[config.mk]
export PLATFORM = sky130hd
export DESIGN_NAME = sensor_wait_subscription_table
export DESIGN_NICKNAME = d
export VERILOG_FILES = /design/src/rtl/swst_pkg.sv /design/src/rtl/sensor_wait_subscription_table.sv
export SDC_FILE = /design/constraint.sdc
export NUM_CORES = 1
export LEC_CHECK = 0
export BUFFER_PORTS_ARGS = -buffer_cell sky130_fd_sc_hd__buf_4
export CORE_MARGIN = 2
export CORE_UTILIZATION = 47
export DETAILED_ROUTE_END_ITERATION = 12
export HOLD_SLACK_MARGIN = 0.06
export PLACE_DENSITY = 0.61
export SETUP_SLACK_MARGIN = 0.4
export SLEW_MARGIN = 20
export SYNTH_ARGS = -nofsm -noshare
export SYNTH_HDL_FRONTEND = slang
export SYNTH_SLANG_ARGS = --single-unit
[constraint.sdc]
create_clock -name clk -period 14.5 [get_ports clk]
set_input_delay 2.175 -clock clk [delete_from_list [all_inputs] [get_ports clk]]
set_output_delay 2.175 -clock clk [all_outputs]
set_load 0.1 [all_outputs]
[src/rtl/swst_pkg.sv]
// Shared types and constants for the sensor wait subscription table.
// No dependencies; imported by the top level and its checker.
`timescale 1ns / 1ps

package swst_pkg;

    localparam int TABLE_DEPTH = 8;
    localparam int SLOT_W      = (TABLE_DEPTH > 1) ? $clog2(TABLE_DEPTH) : 1;
    localparam int CNT_W       = $clog2(TABLE_DEPTH + 1);
    localparam int WAITER_W    = 3;
    localparam int WORD_W      = 32;
    localparam int WAKE_W      = 5;
    localparam logic [WAITER_W-1:0] WAITER_MAX = WAITER_W'(5);

    typedef enum logic [1:0] {
        SUB_NONE   = 2'd0,
        SUB_STORED = 2'd1,
        SUB_DUP    = 2'd2,
        SUB_FULL   = 2'd3
    } status_t;

    typedef enum logic [1:0] {
        ST_IDLE,
        ST_SCAN,
        ST_FINISH
    } state_t;

    typedef struct packed {
        logic [WAITER_W-1:0] waiter;
        logic [WORD_W-1:0]   mask;
        logic [WORD_W-1:0]   expect_val;
    } entry_t;

endpackage

[src/rtl/sensor_wait_subscription_table.sv]
// Top level of the sensor wait subscription table: entry memory, scan sequencer
// and output register. Depends on swst_pkg.
`timescale 1ns / 1ps

// Each input beat is one polling period carrying an optional subscription
// (waiter id 1..5, sensor mask, expected state) and the current sensor word;
// each produces exactly one output beat with a wake vector and a subscription
// status (none, stored, duplicate, table full). Entries live in a single-port
// synchronous memory of TABLE_DEPTH words; occupancy is held in one flip-flop
// per slot, so reset empties the table at once with no clearing pass. Per item
// the scan issues one memory read per slot and handles the last read data in
// its final step; the finish step then applies the store and the clears once
// the output register is free or taken. The sweep checks each occupied slot
// for an exact duplicate and for a sensor match, and notes the lowest empty
// slot; a new subscription's own match is checked from the beat itself. The
// input is stalled while an item is being processed; a finished result may
// wait in the output register while the next beat is accepted and swept.
module sensor_wait_subscription_table (
    input  logic                          clk,
    input  logic                          rst_n,
    input  logic                          in_valid,
    output logic                          in_stall,
    input  logic                          sub_valid,
    input  logic [swst_pkg::WAITER_W-1:0] sub_waiter,
    input  logic [swst_pkg::WORD_W-1:0]   sub_mask,
    input  logic [swst_pkg::WORD_W-1:0]   sub_expect,
    input  logic [swst_pkg::WORD_W-1:0]   sensor_word,
    output logic                          out_valid,
    input  logic                          out_stall,
    output logic [swst_pkg::WAKE_W-1:0]   wake_vector,
    output logic [1:0]                    sub_status
);
    import swst_pkg::*;

    // entry memory, contents valid only where occ_reg is set
    entry_t mem [TABLE_DEPTH];

    // control
    state_t                 state_reg, state_next;
    logic [CNT_W-1:0]       cnt_reg, cnt_next;
    logic                   rd_vld_reg, rd_vld_next;
    logic [TABLE_DEPTH-1:0] occ_reg, occ_next;
    logic                   out_valid_reg, out_valid_next;

    // captured beat
    logic                   sub_vld_reg, sub_vld_next;
    entry_t                 sub_reg, sub_next;
    logic [WORD_W-1:0]      sensor_reg, sensor_next;

    // sweep accumulators
    logic [SLOT_W-1:0]      rd_slot_reg;
    entry_t                 rd_data_reg;
    logic                   dup_reg, dup_next;
    logic                   have_free_reg, have_free_next;
    logic [SLOT_W-1:0]      free_slot_reg, free_slot_next;
    logic [WAKE_W-1:0]      wake_reg, wake_next;
    logic [TABLE_DEPTH-1:0] clr_reg, clr_next;

    // output payload
    logic [WAKE_W-1:0]      wake_out_reg, wake_out_next;
    status_t                status_out_reg, status_out_next;

    // memory port
    logic                   rd_en;
    logic [SLOT_W-1:0]      rd_addr;
    logic                   mem_we;

    logic                   waiter_ok;
    logic                   new_match;
    logic                   slot_match;
    logic                   slot_dup;

    assign rd_addr    = cnt_reg[SLOT_W-1:0];
    assign waiter_ok  = (sub_reg.waiter != '0) && (sub_reg.waiter <= WAITER_MAX);
    assign new_match  = ((sensor_reg & sub_reg.mask) == sub_reg.expect_val);
    assign slot_match = ((sensor_reg & rd_data_reg.mask) == rd_data_reg.expect_val);
    assign slot_dup   = (rd_data_reg == sub_reg);

    always_comb
    begin
        state_next      = state_reg;
        cnt_next        = cnt_reg;
        rd_vld_next     = 1'b0;
        rd_en           = 1'b0;
        mem_we          = 1'b0;
        occ_next        = occ_reg;
        out_valid_next  = out_valid_reg;
        sub_vld_next    = sub_vld_reg;
        sub_next        = sub_reg;
        sensor_next     = sensor_reg;
        dup_next        = dup_reg;
        have_free_next  = have_free_reg;
        free_slot_next  = free_slot_reg;
        wake_next       = wake_reg;
        clr_next        = clr_reg;
        wake_out_next   = wake_out_reg;
        status_out_next = status_out_reg;
        in_stall        = (state_reg != ST_IDLE);

        if (out_valid_reg && !out_stall)
        begin
            out_valid_next = 1'b0;
        end

        unique case (state_reg)
            ST_IDLE:
            begin
                if (in_valid)
                begin
                    sub_vld_next          = sub_valid;
                    sub_next.waiter       = sub_waiter;
                    sub_next.mask         = sub_mask;
                    sub_next.expect_val   = sub_expect;
                    sensor_next           = sensor_word;
                    dup_next              = 1'b0;
                    have_free_next        = 1'b0;
                    free_slot_next        = '0;
                    wake_next             = '0;
                    clr_next              = '0;
                    cnt_next              = '0;
                    state_next            = ST_SCAN;
                end
            end

            ST_SCAN:
            begin
                if (cnt_reg != CNT_W'(TABLE_DEPTH))
                begin
                    rd_en       = 1'b1;
                    rd_vld_next = 1'b1;
                    cnt_next    = cnt_reg + CNT_W'(1);
                end
                else
                begin
                    // last slot's data is handled below in this cycle
                    state_next = ST_FINISH;
                end

                // data of the slot read last cycle
                if (rd_vld_reg)
                begin
                    if (occ_reg[rd_slot_reg])
                    begin
                        if (slot_dup)
                        begin
                            dup_next = 1'b1;
                        end
                        if (slot_match)
                        begin
                            wake_next = wake_next
                                | (WAKE_W'(1) << (rd_data_reg.waiter - WAITER_W'(1)));
                            clr_next[rd_slot_reg] = 1'b1;
                        end
                    end
                    else if (!have_free_reg)
                    begin
                        have_free_next = 1'b1;
                        free_slot_next = rd_slot_reg;
                    end
                end
            end

            ST_FINISH:
            begin
                if (!out_valid_reg || !out_stall)
                begin
                    occ_next        = occ_reg & ~clr_reg;
                    wake_out_next   = wake_reg;
                    status_out_next = SUB_NONE;
                    if (sub_vld_reg && waiter_ok)
                    begin
                        priority if (dup_reg)
                        begin
                            status_out_next = SUB_DUP;
                        end
                        else if (!have_free_reg)
                        begin
                            status_out_next = SUB_FULL;
                        end
                        else
                        begin
                            status_out_next = SUB_STORED;
                            if (new_match)
                            begin
                                // wakes at once, slot stays empty
                                wake_out_next = wake_reg
                                    | (WAKE_W'(1) << (sub_reg.waiter - WAITER_W'(1)));
                            end
                            else
                            begin
                                mem_we                  = 1'b1;
                                occ_next[free_slot_reg] = 1'b1;
                            end
                        end
                    end
                    out_valid_next = 1'b1;
                    state_next     = ST_IDLE;
                end
            end

            default:
            begin
                state_next = ST_IDLE;
            end
        endcase
    end

    always_ff @(posedge clk or negedge rst_n)
    begin
        if (!rst_n)
        begin
            state_reg     <= ST_IDLE;
            cnt_reg       <= '0;
            rd_vld_reg    <= 1'b0;
            occ_reg       <= '0;
            out_valid_reg <= 1'b0;
        end
        else
        begin
            state_reg     <= state_next;
            cnt_reg       <= cnt_next;
            rd_vld_reg    <= rd_vld_next;
            occ_reg       <= occ_next;
            out_valid_reg <= out_valid_next;
        end
    end

    always_ff @(posedge clk)
    begin
        sub_vld_reg    <= sub_vld_next;
        sub_reg        <= sub_next;
        sensor_reg     <= sensor_next;
        dup_reg        <= dup_next;
        have_free_reg  <= have_free_next;
        free_slot_reg  <= free_slot_next;
        wake_reg       <= wake_next;
        clr_reg        <= clr_next;
        wake_out_reg   <= wake_out_next;
        status_out_reg <= status_out_next;
    end

    // single-port entry memory with a registered read
    always_ff @(posedge clk)
    begin
        if (mem_we)
        begin
            mem[free_slot_reg] <= sub_reg;
        end
        if (rd_en)
        begin
            rd_data_reg <= mem[rd_addr];
            rd_slot_reg <= rd_addr;
        end
    end

    assign out_valid   = out_valid_reg;
    assign wake_vector = wake_out_reg;
    assign sub_status  = status_out_reg;

endmodule

-- Word level (Yosys, flattened, before mapping)
Memory sizes are Yosys's and may differ from the RTL's. A register that Yosys moved wholly into a read port is not among the register bits.
Cells that the tools add are included.
- shift operators: 2
- equality and inequality tests: 16
- add/sub/neg operators: 3
- bitwise operators: 9
- muxes and demuxes: 59
- reductions and logical operators: 21
- order comparisons: 5
- operator list (cell ; count):
    equality test 67 bit ; 1
    AND 32 bit ; 2
    equality test 32 bit ; 2
    two-way mux 8 bit ; 8
    two-way mux 5 bit ; 8
    two-way mux 1 bit ; 22
    inequality test 2 bit, second input constant ; 10
    OR 8 bit ; 2
    one-hot mux 8 bit (2 select lines) ; 1
    AND reduction 5 bit ; 3
    two-way mux 3 bit ; 4
    two-way mux 2 bit ; 5
    OR 5 bit ; 2
    one-hot mux 5 bit (2 select lines) ; 1
    << shifter 1 x 3 -> 5 bit, first input constant ; 2
    AND 8 bit ; 1
    less-than comparator 3 x 4 -> 1 bit, second input constant ; 2
    two-way mux 4 bit ; 2
    inverter 8 bit ; 1
    one-hot mux 4 bit (2 select lines) ; 1
    demux 1 bit (select 3 bit) ; 2
    >= comparator 3 x 1 -> 1 bit, second input constant ; 2
    one-hot mux 2 bit (3 select lines) ; 1
    one-hot mux 3 bit (2 select lines) ; 1
    other kinds (19) ; 29
- flip-flop bits (word level): 144
- logic and storage cells: 135
- RAM bits: 536
- output and inout bits: 9
- memories: 1
- bits of input ports: 104
- memories (memory ; depth ; width ; read ports ; clocked after Yosys merged registers in ; wr ports ; line ; text):
    mem ; 8 ; 67 ; 1 ; 1 ; 1 ; sensor_wait_subscription_table.sv:36 ; entry_t mem [TABLE_DEPTH];

-- Logic depth before layout (Yosys ltp)
Gate-level depths: netlist (run 1).
- depth in word-level cells: 10
- mapped depth: 11
- mapped depth without buffers: 8

-- Worst setup path before layout (run 1)
OpenSTA, ideal clock, no wires.
- path kind: input port to flip-flop
- from: in out_stall
- to: mem mem[5][0] (netlist bit), enable pin
- setup slack: 4626 ps
- arrival time: 9217 ps
- path buffers: 1
- stages on the path: 4
- setup time: 657 ps
- cell sequence: a21oi_4 -> nand3b_1 -> buf_2 -> nor4_1
- longest elaborated chain between the ends: 6
- RTL lines (item ; line ; text):
    start: declaration ; sensor_wait_subscription_table.sv:29 ; input logic out_stall,
    zero test 1 bit ; sensor_wait_subscription_table.sv:165 ; if (!out_valid_reg || !out_stall)
    logical OR 1 bit ; sensor_wait_subscription_table.sv:165 ;
    two-way mux 1 bit ; sensor_wait_subscription_table.sv:165 ;
    two-way mux 1 bit ; sensor_wait_subscription_table.sv:105 ; unique case (state_reg)
    two-way mux 1 bit ; sensor_wait_subscription_table.sv:245 ; if (mem_we)
    two-way mux 1 bit (implied by the code) ; sensor_wait_subscription_table.sv:247 ; mem[free_slot_reg] <= sub_reg;
    end: declaration ; sensor_wait_subscription_table.sv:36 ;
No other way between the ends.

-- Worst setup path in the final report (run 1)
- from: in out_stall
- to: mem mem[0][29] (netlist bit), enable pin
The elaborated chain is that of the path after synthesis.

==> reports/results.txt, run 1 <==
The flow ran to the end, and the final reports show no timing, DRC or antenna violations. Number of top-level design ports: 113. When the netlist entered floorplanning its net count stood at 1,636. The setup TNS was 0 ns. Yosys attributes the largest share of cell area to sky130_fd_sc_hd__edfxtp_1, sky130_fd_sc_hd__mux4_2, sky130_fd_sc_hd__nand2_1. In this run the horizontal extent of the chip is 252 um. The area growth from synthesis to layout is 14.6%.

Setup violations remaining at the end of the flow were counted as 0. The routability congestion estimate came out at 0.823. For this design, the sink count on the clock tree is 747. The met2 layer wire length in the routed design is 31.2 mm. The tools report the highest clock frequency the design can meet as 203 MHz. In the routed layout, each cell is associated on average with a via count of 5.81. The number of nets in the finished design was 1,796; the actual transition at the worst max-transition pin was 1.12 ns.

The run gives 1,530 as the count of mapped cells out of synthesis. The number of global-route vias before repair came out at 14,700. Setup repair after global routing left no endpoint under its margin. At the worst endpoint, the arrival time is 5.17 ns.

The analysis attributes to net switching a power of 1790 uW. The primary flip-flop cell chosen by synthesis mapping is sky130_fd_sc_hd__edfxtp_1. The buffer depth of the longest clock path is 3, and the count of final max-slew check failures is 0. The tools report the count of standard-cell rows as 91.

The clock skew came out at 0.0308 ns. The maximum net fanout on the critical path is 40, and the internal power contribution is 4370 uW. After filler insertion, the fill cell instance count of the layout stands at 4,758. The fraction of layout cells with a size suffix above 1 works out to 0.221. The utilization after layout was 0.541; the global-route wire length before repair was 96.4 mm. The worst hold path belongs to the class flop to flop. The worst-case headroom to the max-slew limit was 0.256; the async set-or-reset flop fraction in the synthesized netlist was 0.0214. The CTS H-tree depth was 3; the number of clock buffers inserted by TritonCTS was 77. The die outline area came out at 63,700 um^2. The total of max-cap violations was 0.

Counting flops with a built-in enable in the synthesized netlist gives 731. The first detailed-routing pass took 5 iterations. The routed layout has 14,700 vias. For the residual overflow from global routing, the log shows 0. The final hold violation count came out at 0.

The effective utilization at floorplan is 0.472, and the total number of yosys warnings is 0. The logic gate share of total power came out at 0.208. The count of unresolved DRC violations after routing is 0.

Dividing total power by cell area gives a power density of 186 nW/um^2. After detailed routing, the total wire length is 65.6 mm. The routed length per instance is 25.9 um, and the flop and latch count out of synthesis is 747.

The share of the clock period used by the worst path after layout is 0.340, and the proportion of power drawn by flip-flops and latches is 0.484. The clock reaches the later pin of the worst-skew pair after 0.62 ns. The run gives 0.102 mV as the maximum vdd drop. The y dimension of the die came out at 252 um. Data on the critical path is required at its endpoint by 14.74 ns. Relative contribution of the clock network to total power: 0.308.

After layout, the minimum clock period comes to 4.93 ns. The library cell with the largest summed area after synthesis is sky130_fd_sc_hd__edfxtp_1. The tools report the initial antenna violation count as 2.

TritonCTS built the clock tree. The number of buffer cells added on primary ports works out to 112. The wire-length estimate of the detail-placed layout is 39.9 mm. The clock tree root driver cell was sky130_fd_sc_hd__clkbuf_16. The tools report the share of synthesized area occupied by flip-flops and latches as 0.771. The worst setup path is launched from an input pin. Largest net degree at the start of global routing: 69. The core region is 61,400 um^2. In this run, post-CTS repair resized a total of 0 instances.

Total global routing track utilization: 0.209. The worst setup path is captured at a flop. The number of buffers inserted by hold repair at cts came out at 0. For this block, wires on met1 add up to 28.3 mm. The count of nets left with antenna violations once routing finished came out at 0. A synthesized cell averages 18.9 um^2. The number of different library cells used by synthesis comes to 43. The net switching share of the total power was 0.290; the post-synthesis instance area was 29,000 um^2.

The CTS clock-pin slew for the worst setup and hold paths is 0.06 ns. The register with the most flip-flops in the layout has 536 of them. Leakage power figure: 0.0112 uW. After clock tree synthesis, the setup repair step added 0 buffers.

The highest metal layer used by the detailed router was met4. The worst setup path is of the input pin to flop kind. The tools report the number of design-rule violations left by the first detailed-router iteration as 1,413.

The area fraction of the dominant cell type after synthesis was 0.757; the amount of wire on met3 after detailed routing was 4.11 mm.
## per-stage QoR
stage | hold slack [ns] | worst slack [ns] | instances | cell area [um^2] | total power (uW)
5_1_grt | 0.519 | 9.28 | 2535 | 33200 | 6420
2_1_floorplan | 0.423 | 4.63 | 1530 | 29000 | 3860
3_3_place_gp | 0.463 | 8.96 | 2401 | 30800 | 4300
3_5_place_dp | 0.469 | 8.90 | 2401 | 30800 | 4330
6_report | 0.486 | 9.57 | 2536 | 33200 | 6160
4_1_cts | 0.485 | 9.57 | 2535 | 33200 | 6230
## worst max-delay path: stages
cell	delay, ns
sky130_fd_sc_hd__buf_4	0.12
sky130_fd_sc_hd__a21oi_4	0.38
sky130_fd_sc_hd__nand3b_1	0.56
sky130_fd_sc_hd__nand3b_1	0.43
sky130_fd_sc_hd__nor2_4	0.75
sky130_fd_sc_hd__buf_4	0.68
## cell families (layout without fill, tap and decap cells)
group	count (synthesis)	after routing	share of synthesized area
AO/OA/AOI/OAI	133	133	0.0322
XOR/XNOR	69	69	0.0208
adder cells (fa/ha/maj)	2	2	0.000863
buffers and inverters	71	286	0.0102
flip-flops	747	747	0.771
multiplexers	137	137	0.106
other	0	1	0
AND/OR/NAND/NOR	371	371	0.0589
## final cells by class
| class | instances | area, um^2 | share of cell area |
|---|---|---|---|
| flip-flops and latches | 747 | 22400 | 0.673 |
| multi-input cells | 712 | 6400 | 0.193 |
| clock buffers | 100 | 2030 | 0.0612 |
| repair buffers | 135 | 1020 | 0.0307 |
| well taps | 790 | 988 | 0.0298 |
| clock inverters | 34 | 345 | 0.0104 |
| inverters | 17 | 67.6 | 0.00203 |
| diodes | 1 | 2.50 | 0.0000753 |
## power groups by stage
stage          logic [uW]  clock network, uW  registers, uW
4_1_cts              1300               1940           2990
3_5_place_dp         1300                  0           3030
5_1_grt              1390               2020           3010
2_1_floorplan         985                  0           2870
3_3_place_gp         1290                  0           3020
6_report             1280               1900           2990
## routing by layer
metal | track usage | vias to the layer above
li1 | - | 6427
met2 | 0.330 | 530
met3 | 0.0348 | 112
met4 | 0.0724 | 0
met1 | 0.299 | 7664
met5 | 0 | -
## cells in the final DEF (no fill, tap or decap), types with 3 or more instances in the layout
master / count
sky130_fd_sc_hd__o31ai_1: 3
sky130_fd_sc_hd__edfxtp_1: 731
sky130_fd_sc_hd__mux4_2: 136
sky130_fd_sc_hd__a41o_1: 3
sky130_fd_sc_hd__inv_1: 14
sky130_fd_sc_hd__a21o_1: 16
sky130_fd_sc_hd__o22a_1: 16
sky130_fd_sc_hd__clkinvlp_4: 3
sky130_fd_sc_hd__nand2_1: 226
sky130_fd_sc_hd__nor4_2: 4
sky130_fd_sc_hd__nand2b_1: 4
sky130_fd_sc_hd__nand4_1: 24
sky130_fd_sc_hd__xor2_1: 9
sky130_fd_sc_hd__clkbuf_16: 78
sky130_fd_sc_hd__a31oi_1: 11
sky130_fd_sc_hd__xnor2_1: 60
sky130_fd_sc_hd__nand3_1: 22
sky130_fd_sc_hd__nor4_1: 6
sky130_fd_sc_hd__buf_4: 133
sky130_fd_sc_hd__a21boi_0: 16
sky130_fd_sc_hd__clkinv_2: 9
sky130_fd_sc_hd__clkinv_1: 15
sky130_fd_sc_hd__and3_1: 32
sky130_fd_sc_hd__nor2_1: 25
sky130_fd_sc_hd__nand3b_1: 3
sky130_fd_sc_hd__clkbuf_1: 22
sky130_fd_sc_hd__bufinv_16: 7
sky130_fd_sc_hd__a211oi_1: 15
sky130_fd_sc_hd__a21oi_1: 38
sky130_fd_sc_hd__dfrtp_1: 13
sky130_fd_sc_hd__o41ai_1: 4
sky130_fd_sc_hd__and3b_1: 16
## worst paths after layout
check / endpoint / from / cells past startpoint / slack [ns]
worst max-delay path: mem[0][29] / out_stall / 6 / 9.57
worst min-delay path: occ_reg[5] / occ_reg[5] / 2 / 0.49
worst max register to register: mem[0][29] / state_reg[0] / 6 / 10.64
worst min register to register: occ_reg[5] / occ_reg[5] / 2 / 0.49
max in group asynchronous: cnt_reg[0] / rst_n / 1 / 12.83
min in group asynchronous: occ_reg[4] / rst_n / 1 / 1.42
## synthesized netlist by cell type, types with 19 or more instances
| master | n |
|---|---|
| sky130_fd_sc_hd__nor2_1 | 27 |
| sky130_fd_sc_hd__clkbuf_1 | 24 |
| sky130_fd_sc_hd__a21oi_1 | 38 |
| sky130_fd_sc_hd__xnor2_1 | 60 |
| sky130_fd_sc_hd__nand3_1 | 22 |
| sky130_fd_sc_hd__nand2_1 | 226 |
| sky130_fd_sc_hd__mux4_2 | 136 |
| sky130_fd_sc_hd__buf_2 | 19 |
| sky130_fd_sc_hd__nand4_1 | 24 |
| sky130_fd_sc_hd__and3_1 | 32 |
| sky130_fd_sc_hd__edfxtp_1 | 731 |
Note: power is estimated with default switching activity, not from simulation.
==> run 2: changes to the inputs <==
PLACE_DENSITY = 0.64   (was 0.61)
clock period = 4.15 ns   (was 14.5 ns; I/O delays follow)
==> reports/results.txt, run 2 (same netlist as run 1, synthesis figures left out) <==
In this run the count of I/O pins placed on the die edge is 113. Count of final max-slew check failures: 0. The number of global-route vias before repair was 14,900.

The startpoint identified for the worst hold timing path is sub_mask[15]. The routed layout has 14,700 vias. The final hold violation count is 0. After clock tree synthesis, the clock-pin slew on the worst setup and hold paths is 0.06 ns.

The repair_antennas step left the layout with diodes totalling 0. The finished cells cover 33,400 um^2. The tools report the detailed-routing iteration count for the pre-antenna-repair pass as 5. In this design, the critical path's most frequently occurring cell is sky130_fd_sc_hd__buf_4.

The tree is rooted in a sky130_fd_sc_hd__clkbuf_16. The placement-stage cell area is 31,000 um^2, and the number of design-rule violations left by the first detailed-router iteration is 1,658. The fraction of layout cells with a size suffix above 1 is 0.225. Setup violations remaining at the end of the flow were counted as 0.

In this run the vertical extent of the chip is 252 um. The critical path class was flop to flop. Flip-flop count of the largest register after layout: 536. The worst setup path is launched from a flop. The tools report the launch instance of the worst register-to-register path as sub_reg[41]. The top cell types in the final layout, fill and taps aside, are sky130_fd_sc_hd__edfxtp_1, sky130_fd_sc_hd__nand2_1, sky130_fd_sc_hd__mux4_2, sky130_fd_sc_hd__buf_4, sky130_fd_sc_hd__clkbuf_16. For this run, design rule violations remaining after detail routing come to 0. After the last flow step, the layout net total stands at 1,798. The first global-routing pass estimated 98.4 mm of wire. The path class of the tightest hold or removal check is input pin to flop. Worst flop-to-flop path endpoint: mem[7][32]. The tightest hold path in the finished design has a slack of 0.180 ns. Summed over all nets, the half-perimeter wirelength after detailed placement is 39.0 mm. In this run the static leakage power is 0.0113 uW. Post-layout minimum cycle time: 3.22 ns. After detailed routing, the average wire length per cell comes to 26.3 um. The layout has 4,643 filler cells. Grouping stages by cell kind, the critical path spends the most delay in compound AO/OA/AOI/OAI gates.

The number of buffer and inverter stages on the critical path works out to 2. For the sink count of the clock tree, the log shows 747. The number of buffer cells added on primary ports was 112; the power per cell area was 650 nW/um^2.

The count of buffers added by post-CTS timing repair for setup is 0. IR analysis of the VDD net gives a maximum drop of 0.598 mV. The run gives 3 as the CTS H-tree depth. The setup TNS came out at 0 ns. The tools report the destination of the worst hold path as sub_reg[47]. Number of nets still failing antenna checks after routing: 0. Along the worst path, the maximum fanout reaches 46. Routability-driven placement finished with a final weighted congestion of 0.851. The tool flagged a number of max-cap violations equal to 0.

The largest net degree at the start of global routing is 138. At the pin with the least slew margin, the transition time is 1.08 ns. Effective utilization at floorplan: 0.472.

For the worst-skew pair, the clock arrives at the later sink with an insertion delay of 0.62 ns. Setup repair after global routing left no endpoint under its margin. The share of the clock period used by the worst path after layout came out at 0.775.

TritonCTS built the clock tree. Buffers inserted during clock tree synthesis total 77. The horizontal extent of the die works out to 252 um. For the count of instances resized after the clock tree is built, the log shows 0.

The die covers 63,700 um^2. In this run the deepest clock path goes through 3 buffers. The residual overflow from global routing was 0. Walking the worst path, the cells encountered are a21o_1 > a211oi_1 > nand4_1 > nor4_4 > buf_4 > nor3_4 > buf_4.

The hold-critical path depth is 1. STA puts the critical path data required time at 4.40 ns. The logs give 21,700 uW for the final total power and 0.0237 ns for the clock skew. In this design, the stage delay of the slowest critical-path cell is 0.61 ns. The floorplan has 91 rows. The most congested layer reported by global routing is met2. For the worst setup path, the data arrival time is 3.47 ns.

The run gives 0.278 as the worst-case headroom to the max-slew limit. For this block, the routed nets add up to 66.7 mm of wire. The library cell used most frequently in the layout, excluding fill and tap cells, is sky130_fd_sc_hd__edfxtp_1. The area growth from synthesis to layout is 15.4%.

The logs give 0.545 for the utilization after layout and 1 for the number of buffers inserted by hold repair at cts. The area inside the core boundary was 61,400 um^2; the logic depth of the worst register-to-register path was 7. The highest clock frequency the design can meet was 311 MHz. The worst setup path is captured at a flop.

The run gives 0.305 as the met1 usage. For the initial antenna violation count, the log shows 3. For flop-to-flop paths, the worst setup slack is 0.93 ns. The flow ran to the end, and the final reports show no timing, DRC or antenna violations. The met2 layer usage reported by global route is 0.343, and the global routing met3 resource utilization is 0.0374.

The tools report the total global routing track utilization as 0.214. Using the TritonRoute via totals, the vias-per-cell ratio works out to 5.79. The slowest stage cell on the critical path is sky130_fd_sc_hd__a211oi_1.
-- run 2: worst reg2reg max path, stage by stage, from the launching register on --
cell and delay (ns):
sky130_fd_sc_hd__edfxtp_1 0.54, sky130_fd_sc_hd__a21o_1 0.24, sky130_fd_sc_hd__a211oi_1 0.61, sky130_fd_sc_hd__nand4_1 0.26
sky130_fd_sc_hd__nor4_4 0.30, sky130_fd_sc_hd__buf_4 0.39, sky130_fd_sc_hd__nor3_4 0.10, sky130_fd_sc_hd__buf_4 0.38
-- run 2: stage by stage --
| stage | setup slack, ns | cells |
|---|---|---|
| 2_1_floorplan | 0.0774 | 1530 |
| 3_3_place_gp | 1.01 | 2402 |
| 3_5_place_dp | 0.944 | 2402 |
| 4_1_cts | 0.919 | 2539 |
| 5_1_grt | 0.850 | 2539 |
| 6_report | 0.934 | 2539 |
-- run 2: metal layers --
layer	up-vias	wire length, um
li1	6437	-
met1	7680	28500
met2	509	32200
met3	78	4630
met4	0	1380
met5	-	0
-- run 2: layout make-up --
class | instances | area, um^2 | share of cell area
multi-input cells | 712 | 6450 | 0.193
clock buffers | 96 | 2060 | 0.0616
inverters | 17 | 70.1 | 0.00209
flip-flops and latches | 747 | 22400 | 0.669
clock inverters | 40 | 384 | 0.0115
well taps | 790 | 988 | 0.0296
repair buffers | 137 | 1130 | 0.0338
-- run 2: worst max-delay path by stage --
| stage | cells past startpoint | slack, ns | from | end |
|---|---|---|---|---|
| 3_3_place_gp | 7 | 1.01 | sub_reg[41] | mem[7][42] |
| 5_1_grt | 7 | 0.85 | sub_reg[41] | mem[7][32] |
| 4_1_cts | 7 | 0.92 | sub_reg[41] | mem[7][32] |
| 3_5_place_dp | 7 | 0.94 | sub_reg[41] | mem[7][12] |
| 2_1_floorplan | 4 | 0.08 | out_valid | mem[4][0] |
| 6_report | 7 | 0.93 | sub_reg[41] | mem[7][32] |
-- run 2: power breakdown --
group / switching, uW / internal, uW / total (uW)
clock network: 2760 / 3950 / 6720
registers: 868 / 9380 / 10300
logic: 2690 / 2070 / 4760
total: 6320 / 15400 / 21700
